`src/rtl/core/spwm_pkg.sv`:
```
// Shared types, codes and constants of the sixteen-channel PWM controller.
`timescale 1ns / 1ps

package spwm_pkg;

  // Upper bounds of the top-level parameters; item fields are sized for them.
  localparam int MAX_CHANNELS     = 16;
  localparam int MAX_COUNTER_BITS = 16;
  localparam int CH_IDX_W         = 4;

  // Default register map and sizes.
  localparam int DEF_CHANNELS          = 16;
  localparam int DEF_COUNTER_BITS      = 12;
  localparam int DEF_MODE_ADDR         = 0;
  localparam int DEF_CHANNEL_BASE_ADDR = 6;
  localparam int DEF_ALL_BASE_ADDR     = 250;
  localparam int DEF_PRESCALE_ADDR     = 254;

  // Mode register bits and channel high-byte bits.
  localparam int BIT_RESTART = 7;
  localparam int BIT_AUTOINC = 5;
  localparam int BIT_SLEEP   = 4;
  localparam int BIT_FULL    = 4;

  localparam logic [7:0] MODE_RESET     = 8'h11;
  localparam logic [7:0] PRESCALE_RESET = 8'd30;
  localparam logic [7:0] PRESCALE_MIN   = 8'd3;

  typedef enum logic [1:0] {
    OP_WRITE = 2'd0,
    OP_READ  = 2'd1,
    OP_TICK  = 2'd2,
    OP_NOP   = 2'd3
  } spwm_op_t;

  // Byte position inside one channel's four registers.
  typedef enum logic [1:0] {
    K_ON_L  = 2'd0,
    K_ON_H  = 2'd1,
    K_OFF_L = 2'd2,
    K_OFF_H = 2'd3
  } spwm_byte_t;

  // One transaction as it travels down the chain of channel cells.
  typedef struct packed {
    logic                        valid;
    logic                        wr;      // write to channel bytes
    logic                        bcast;   // write goes to every channel
    logic                        rd;      // read of a channel byte
    logic [CH_IDX_W-1:0]         ch;
    spwm_byte_t                  k;
    logic [7:0]                  data;
    logic                        upd;     // counter stepped, re-evaluate levels
    logic [MAX_COUNTER_BITS-1:0] count;
    logic                        asleep;
    logic [7:0]                  rdata;
    logic [MAX_CHANNELS-1:0]     levels;
  } spwm_item_t;

endpackage

```
`src/rtl/core/spwm_front.sv`:
```
// Global control of the PWM controller: mode, prescale, divider, counter and pointer.
`timescale 1ns / 1ps

module spwm_front import spwm_pkg::*; #(
  parameter int CHANNELS          = DEF_CHANNELS,
  parameter int COUNTER_BITS      = DEF_COUNTER_BITS,
  parameter int MODE_ADDR         = DEF_MODE_ADDR,
  parameter int CHANNEL_BASE_ADDR = DEF_CHANNEL_BASE_ADDR,
  parameter int ALL_BASE_ADDR     = DEF_ALL_BASE_ADDR,
  parameter int PRESCALE_ADDR     = DEF_PRESCALE_ADDR
) (
  input  logic       clk,
  input  logic       rst,
  input  logic       adv,
  input  logic       take,
  input  spwm_op_t   opcode,
  input  logic [7:0] reg_addr,
  input  logic [7:0] write_data,
  input  logic       burst_next,
  output spwm_item_t item
);

  localparam logic [7:0] LAST_CH_ADDR = 8'((CHANNEL_BASE_ADDR + 4 * CHANNELS - 1) % 256);
  localparam logic [9:0] CH_END       = 10'(CHANNEL_BASE_ADDR + 4 * CHANNELS);
  localparam logic [9:0] ALL_END      = 10'(ALL_BASE_ADDR + 4);

  logic [7:0]              mode, mode_next;
  logic [7:0]              prescale, prescale_next;
  logic [7:0]              divider, divider_next;
  logic [COUNTER_BITS-1:0] count, count_next;
  logic [7:0]              pointer, pointer_next;
  spwm_item_t              item_next;

  logic [7:0] addr;
  logic [9:0] a10;
  logic [7:0] off;
  logic       is_mode, is_pre, is_all, is_ch, access;

  always_comb begin
    mode_next     = mode;
    prescale_next = prescale;
    divider_next  = divider;
    count_next    = count;
    pointer_next  = pointer;
    access        = (opcode == OP_WRITE) || (opcode == OP_READ);

    addr = reg_addr;
    if (burst_next && mode[BIT_AUTOINC]) begin
      addr = (pointer == LAST_CH_ADDR) ? 8'd0 : pointer + 8'd1;
    end
    a10     = {2'b00, addr};
    is_mode = (addr == 8'(MODE_ADDR));
    is_pre  = !is_mode && (addr == 8'(PRESCALE_ADDR));
    is_all  = !is_mode && !is_pre && (a10 >= 10'(ALL_BASE_ADDR)) && (a10 < ALL_END);
    is_ch   = !is_mode && !is_pre && !is_all &&
              (a10 >= 10'(CHANNEL_BASE_ADDR)) && (a10 < CH_END);
    off     = addr - 8'(CHANNEL_BASE_ADDR);

    item_next        = '0;
    item_next.valid  = 1'b1;
    item_next.data   = write_data;
    item_next.ch     = off[2 +: CH_IDX_W];
    item_next.k      = is_all ? spwm_byte_t'(addr - 8'(ALL_BASE_ADDR))
                              : spwm_byte_t'(off[1:0]);

    if (access) begin
      pointer_next = addr;
    end

    case (opcode)
      OP_WRITE: begin
        if (is_mode) begin
          mode_next = {mode[BIT_RESTART], write_data[6:0]};
          if (!mode[BIT_SLEEP] && mode_next[BIT_SLEEP]) begin
            mode_next[BIT_RESTART] = 1'b1;
          end
          if (write_data[BIT_RESTART] && mode[BIT_RESTART] && !mode_next[BIT_SLEEP]) begin
            mode_next[BIT_RESTART] = 1'b0;
            divider_next           = '0;
            count_next             = '0;
          end
        end else if (is_pre) begin
          if (mode[BIT_SLEEP]) begin
            prescale_next = (write_data < PRESCALE_MIN) ? PRESCALE_MIN : write_data;
          end
        end else begin
          item_next.wr    = is_all || is_ch;
          item_next.bcast = is_all;
        end
      end
      OP_READ: begin
        if (is_mode) begin
          item_next.rdata = mode;
        end else if (is_pre) begin
          item_next.rdata = prescale;
        end else begin
          item_next.rd = is_ch;
        end
      end
      OP_TICK: begin
        if (!mode[BIT_SLEEP]) begin
          if (divider >= prescale) begin
            divider_next  = '0;
            count_next    = count + 1'b1;
            item_next.upd = 1'b1;
          end else begin
            divider_next = divider + 8'd1;
          end
        end
      end
      default: begin
      end
    endcase

    item_next.count  = MAX_COUNTER_BITS'(count_next);
    item_next.asleep = mode_next[BIT_SLEEP];
  end

  always_ff @(posedge clk) begin
    if (rst) begin
      mode       <= MODE_RESET;
      prescale   <= PRESCALE_RESET;
      divider    <= '0;
      count      <= '0;
      pointer    <= '0;
      item       <= '0;
    end else if (adv) begin
      if (take) begin
        mode     <= mode_next;
        prescale <= prescale_next;
        divider  <= divider_next;
        count    <= count_next;
        pointer  <= pointer_next;
        item     <= item_next;
      end else begin
        item.valid <= 1'b0;
      end
    end
  end

endmodule

```
`src/rtl/core/spwm_cell.sv`:
```
// One channel cell: four channel registers, the output level and one chain stage.
`timescale 1ns / 1ps

module spwm_cell import spwm_pkg::*; #(
  parameter int IDX          = 0,
  parameter int COUNTER_BITS = DEF_COUNTER_BITS
) (
  input  logic       clk,
  input  logic       rst,
  input  logic       adv,
  input  spwm_item_t item_in,
  output spwm_item_t item_out
);

  logic [7:0] on_l, off_l;
  logic [4:0] on_h, off_h;
  logic       level, level_next;
  logic       hit;
  logic [15:0] on16, off16;
  logic [7:0]  rbyte;
  spwm_item_t  item_next;

  always_comb begin
    hit   = (item_in.ch == CH_IDX_W'(IDX));
    on16  = {4'h0, on_h[3:0], on_l};
    off16 = {4'h0, off_h[3:0], off_l};

    level_next = level;
    if (item_in.upd) begin
      if (off_h[BIT_FULL]) begin
        level_next = 1'b0;
      end else if (on_h[BIT_FULL]) begin
        level_next = 1'b1;
      end else begin
        if (item_in.count[COUNTER_BITS-1:0] == on16[COUNTER_BITS-1:0]) begin
          level_next = 1'b1;
        end
        if (item_in.count[COUNTER_BITS-1:0] == off16[COUNTER_BITS-1:0]) begin
          level_next = 1'b0;
        end
      end
    end

    case (item_in.k)
      K_ON_L:  rbyte = on_l;
      K_ON_H:  rbyte = {3'b000, on_h};
      K_OFF_L: rbyte = off_l;
      K_OFF_H: rbyte = {3'b000, off_h};
      default: rbyte = 8'h00;
    endcase

    item_next = item_in;
    if (item_in.rd && hit) begin
      item_next.rdata = rbyte;
    end
    item_next.levels[IDX] = level_next;
  end

  always_ff @(posedge clk) begin
    if (rst) begin
      on_l     <= '0;
      on_h     <= '0;
      off_l    <= '0;
      off_h    <= 5'h10;
      level    <= 1'b0;
      item_out <= '0;
    end else if (adv) begin
      item_out <= item_next;
      if (item_in.valid) begin
        level <= level_next;
        if (item_in.wr && (item_in.bcast || hit)) begin
          case (item_in.k)
            K_ON_L:  on_l  <= item_in.data;
            K_ON_H:  on_h  <= item_in.data[4:0];
            K_OFF_L: off_l <= item_in.data;
            K_OFF_H: off_h <= item_in.data[4:0];
            default: begin
            end
          endcase
        end
      end
    end
  end

endmodule

```
`src/rtl/core/sixteen_channel_pwm_controller.sv`:
```
// Top level of the sixteen-channel PWM controller: control stage, cell chain and output skid.
`timescale 1ns / 1ps

// Each input transaction is a register write, a register read or one oscillator tick, and
// each produces exactly one result transaction carrying the byte read (zero for anything but
// a read) and the level of every channel after the step (zero while the sleep bit is set).
// A new transaction is accepted every clock cycle while the skid buffer is empty. Each
// transaction travels a chain to the output: a control stage, registered at the accepting
// edge itself, resolves the address, mode, prescale, divider and counter, then the
// transaction passes through one cell per channel, each cell applying writes, serving
// reads and stepping its own level against the shared counter, and finally an output
// register with a one-entry skid buffer, so the input keeps being taken while one finished
// result waits to be collected. Once the skid buffer is occupied, the chain and the input
// stall until the output register is freed.
// The register map follows the usual device layout: the mode byte, four bytes per channel
// (12-bit on and off counts with full-on and full-off bits), a broadcast group that writes
// every channel and reads as zero, and a prescale byte that can only be written while asleep.

module sixteen_channel_pwm_controller import spwm_pkg::*; #(
  parameter int CHANNELS          = DEF_CHANNELS,
  parameter int COUNTER_BITS      = DEF_COUNTER_BITS,
  parameter int MODE_ADDR         = DEF_MODE_ADDR,
  parameter int CHANNEL_BASE_ADDR = DEF_CHANNEL_BASE_ADDR,
  parameter int ALL_BASE_ADDR     = DEF_ALL_BASE_ADDR,
  parameter int PRESCALE_ADDR     = DEF_PRESCALE_ADDR
) (
  input  logic        clk,
  input  logic        rst,
  input  logic        s_tvalid,
  output logic        s_tready,
  input  logic [15:0] s_tdata,   // reg_addr [7:0], write_data [15:8]
  input  logic [2:0]  s_tuser,   // opcode [1:0], burst_next [2]
  output logic        m_tvalid,
  input  logic        m_tready,
  output logic [23:0] m_tdata    // read_data [7:0], pwm_out [23:8]
);

  spwm_item_t stage [CHANNELS+1];

  logic        adv;
  logic        take;
  logic [23:0] chain_data;
  logic [23:0] skid_data;
  logic        skid_valid;
  logic [MAX_CHANNELS-1:0] lv;

  // The chain moves whenever the skid buffer is empty; the skid then absorbs the one
  // result that may leave the chain while the output register is held.
  assign adv      = !skid_valid;
  assign s_tready = adv;
  assign take     = s_tvalid && adv;

  spwm_front #(
    .CHANNELS          (CHANNELS),
    .COUNTER_BITS      (COUNTER_BITS),
    .MODE_ADDR         (MODE_ADDR),
    .CHANNEL_BASE_ADDR (CHANNEL_BASE_ADDR),
    .ALL_BASE_ADDR     (ALL_BASE_ADDR),
    .PRESCALE_ADDR     (PRESCALE_ADDR)
  ) u_front (
    .clk        (clk),
    .rst        (rst),
    .adv        (adv),
    .take       (take),
    .opcode     (spwm_op_t'(s_tuser[1:0])),
    .reg_addr   (s_tdata[7:0]),
    .write_data (s_tdata[15:8]),
    .burst_next (s_tuser[2]),
    .item       (stage[0])
  );

  for (genvar i = 0; i < CHANNELS; i++) begin : g_cell
    spwm_cell #(
      .IDX          (i),
      .COUNTER_BITS (COUNTER_BITS)
    ) u_cell (
      .clk      (clk),
      .rst      (rst),
      .adv      (adv),
      .item_in  (stage[i]),
      .item_out (stage[i+1])
    );
  end

  // Only the levels of implemented channels are reported; all are forced low while asleep.
  always_comb begin
    lv = '0;
    if (!stage[CHANNELS].asleep) begin
      lv[CHANNELS-1:0] = stage[CHANNELS].levels[CHANNELS-1:0];
    end
    chain_data = {lv, stage[CHANNELS].rdata};
  end

  always_ff @(posedge clk) begin
    if (rst) begin
      m_tvalid   <= 1'b0;
      skid_valid <= 1'b0;
    end else if (!m_tvalid || m_tready) begin
      if (skid_valid) begin
        m_tdata    <= skid_data;
        m_tvalid   <= 1'b1;
        skid_valid <= 1'b0;
      end else if (stage[CHANNELS].valid) begin
        m_tdata  <= chain_data;
        m_tvalid <= 1'b1;
      end else begin
        m_tvalid <= 1'b0;
      end
    end else if (adv && stage[CHANNELS].valid) begin
      skid_data  <= chain_data;
      skid_valid <= 1'b1;
    end
  end

  // A result held in the skid buffer always has an older one in front of it.
  a_skid_behind_out: assert property (@(posedge clk) disable iff (rst)
    skid_valid |-> m_tvalid)
    else $error("skid buffer holds a result while the output register is empty");

  // An accepted transaction enters the chain in the next cycle.
  a_accept_enters: assert property (@(posedge clk) disable iff (rst)
    take |=> stage[0].valid)
    else $error("accepted transaction did not enter the chain");

  // The skid buffer only fills when the output is held back.
  a_skid_fill: assert property (@(posedge clk) disable iff (rst)
    $rose(skid_valid) |-> $past(m_tvalid && !m_tready))
    else $error("skid buffer filled although the output register was free");

endmodule
```
`config.mk`:
```
export PLATFORM = sky130hd
export DESIGN_NAME = sixteen_channel_pwm_controller
export DESIGN_NICKNAME = d
export VERILOG_FILES = /design/src/rtl/core/spwm_pkg.sv /design/src/rtl/core/spwm_front.sv /design/src/rtl/core/spwm_cell.sv /design/src/rtl/core/sixteen_channel_pwm_controller.sv
export SDC_FILE = /design/constraint.sdc
export NUM_CORES = 2
export LEC_CHECK = 0
export BUFFER_PORTS_ARGS = -buffer_cell sky130_fd_sc_hd__buf_4
export CAP_MARGIN = 20
export CORE_MARGIN = 4
export CORE_UTILIZATION = 30
export DETAILED_ROUTE_END_ITERATION = 8
export PLACE_DENSITY_LB_ADDON = 0.2
export SETUP_SLACK_MARGIN = 0.15
export SLEW_MARGIN = 30
export SYNTH_ARGS = -nofsm -noshare
export SYNTH_HDL_FRONTEND = slang
export SYNTH_HIERARCHICAL = 1
export SYNTH_SLANG_ARGS = --single-unit
```
`constraint.sdc`:
```
create_clock -name clk -period 4.35 [get_ports clk]
set_input_delay 0.435 -clock clk [delete_from_list [all_inputs] [get_ports clk]]
set_output_delay 0.435 -clock clk [all_outputs]
set_load 0.05 [all_outputs]
```
==> impl_metrics.yaml <==
sta:
  finalClockSkew_ns: 0.0263
  maxSlewHeadroom: 0.358
  period_needed_ns: 3.33
  finalHoldViolCount: 0
  post-route-period-util: 0.766
  drv_slew: 0
  whs_ns: 0.136
  tightest_slew_ns: 0.963
  rsz0062_at_grt: "no"
  setup_viol: 0
  tns_ns: 0
  max_clock_freq_mhz: 300
floorplanning:
  fp.dieW_um: 446
  io_pins: 49
  num_rows: 160
  die_h_um: 446
  start_util: 0.302
  dieArea_sq_um: 199000
  core_sq_um: 191000
critical_path:
  end_kind: "flip-flop"
  cp.required_ns: 5.04
  critPathKind: "reg -> reg"
  reg2reg_depth: 8
  critPathMaxFanout: 21
  arrival_ns: 4.02
  startpoint_type: "flip-flop"
global_route:
  grt.met2_usage: 0.230
  use_met1: 0.223
  use_met3: 0.0212
  grt_pass1_wl_um: 238000
  grt_max_degree: 183
  antenna_found_initial: 1
  grt_pass1_vias: 38061
  grt_overflow_total: 0
  grt_use_total: 0.151
  busiest_layer: "met2"
routing:
  first_iter_violations: 2288
  drc_errors: 0
  first_pass_iters: 5
  postRouteAntennaNets: 0
  wl_per_cell_um: 18.8
  drt-total-wl_um: 152000
  vias: 38597
  vias_per_cell: 4.79
worst_hold_path:
  hold_class: "in -> reg"
  whs_path_depth: 3
synthesis:
  synthCells: 5538
  synth.avg_cell_area_sq_um: 10.4
  synth_area_sq_um: 57600
  synth_nets: 5574
  yosys_warnings: 6
cts:
  cts.sinks: 1300
  cts_buffer_depth: 3
  clock-root-buffer: "clkbuf_16"
  cts_buffers: 153
  ctsResizeCount: 0
  clock_latency_ns: 0.78
  cts.clk_slew.worst_paths_ns: 0.05
  cts_tree: "built"
  cts_htree_levels: 4
place:
  io_buffer_count: 48
  gp_congestion: 0.832
  hpwl_um: 107000
finish:
  syn2layout_area_growth_pct: 12.6
  drive_above_1_share: 0.113
  fin_nets: 5450
power:
  vdd_drop_max_mv: 0.279
  p_per_area_nw_per_um2: 393
  cellLeakagePower_nw: 31.7
run:
  drv_cap: 0
outcome:
  run_status: "finished clean"
-- critical path, stage by stage (launching register included) --
cell	delay [ns]
dfxtp_1	0.53
ha_1	0.31
and3_1	0.21
a41oi_1	0.18
o41ai_2	0.54
nor3b_1	0.39
nand2_1	0.47
a2111o_1	0.54
o21ai_0	0.07
-- power by group --
| group | switching (mW) | internal (mW) |
|---|---|---|
| Sequential | 0.0716 | 12.0 |
| Clock | 5.22 | 7.82 |
| Combinational | 0.287 | 0.104 |
-- final cells by class --
type / instances / area (sq um)
fillers: 19305 / 126000
clock inverters: 51 / 633
clock buffers: 227 / 4560
well taps: 2511 / 3140
diodes: 7 / 17.5
multi-input cells: 3811 / 28900
inverters: 49 / 191
repair buffers: 99 / 927
flip-flops and latches: 1300 / 26500
-- stage by stage --
| stage | total power [mW] | area [sq um] | setup WS, ns | util | instances |
|---|---|---|---|---|---|
| 3_3_place_gp | 12.7 | 59500 | 0.521 | 0.312 | 7758 |
| 3_5_place_dp | 12.7 | 59600 | 1.08 | 0.313 | 7759 |
| 4_1_cts | 26.0 | 64900 | 1.04 | 0.340 | 8048 |
| 5_1_grt | 26.4 | 64900 | 0.795 | 0.340 | 8053 |
| 2_1_floorplan | 12.6 | 57600 | 0.506 | - | 5538 |
| 6_report | 25.5 | 64900 | 1.02 | 0.340 | 8055 |
-- layer usage --
metal | routed length, um | vias to the layer above
li1 | - | 19082
met1 | 77800 | 18799
met2 | 66100 | 526
met3 | 4620 | 190
met4 | 3130 | 0
met5 | 0 | -
-- state kept, by name, indices dropped and copies added, names as in the netlist --
name / flops
g_cell.u_cell/item_out: 746
g_cell.u_cell/level: 16
g_cell.u_cell/off_h: 80
g_cell.u_cell/off_l: 128
g_cell.u_cell/on_h: 80
g_cell.u_cell/on_l: 128
m_tdata: 24
m_tvalid: 1
skid_data: 24
skid_valid: 1
u_front/divider: 8
u_front/item: 40
u_front/mode: 8
u_front/pointer: 8
u_front/prescale: 8
-- final timing paths --
kind	end	startpoint	slack, ns
worst max-delay path	u_front/item[35]$_SDFFE_PP0P_	u_front/pointer[0]$_SDFFE_PP0P_	1.02
worst min-delay path	u_front/item[26]$_SDFFE_PP0P_	s_tuser[1]	0.14
worst max register to register	u_front/item[35]$_SDFFE_PP0P_	u_front/pointer[0]$_SDFFE_PP0P_	1.02
worst min register to register	skid_data[7]$_DFFE_PP_	g_cell[15].u_cell/item_out[23]$_SDFFE_PP0P_	0.46
-- cells in the final DEF, fill, tap and decap left out, types with 24 or more instances in the layout --
cell	instances
a21oi_1	128
mux2i_1	1113
clkbuf_8	41
nor3_2	32
nand4_1	55
nor2b_1	27
inv_1	41
clkbuf_1	31
nand3_1	24
nor3_1	42
edfxtp_1	48
clkbuf_16	155
a211oi_1	137
dfxtp_1	1251
buf_4	74
nand2_1	137
mux4_2	75
nor4_1	47
nor2_1	1169
xnor2_1	201
xor2_1	191
nand4_4	57
-- repair_timing --
| action | in CTS | in global routing |
|---|---|---|
| buffers inserted | 0 | 0 |
| hold buffers | 11 | 0 |
| endpoints found under the hold margin | 26 | 0 |
No activity file was read; power rests on OpenSTA's default activity.
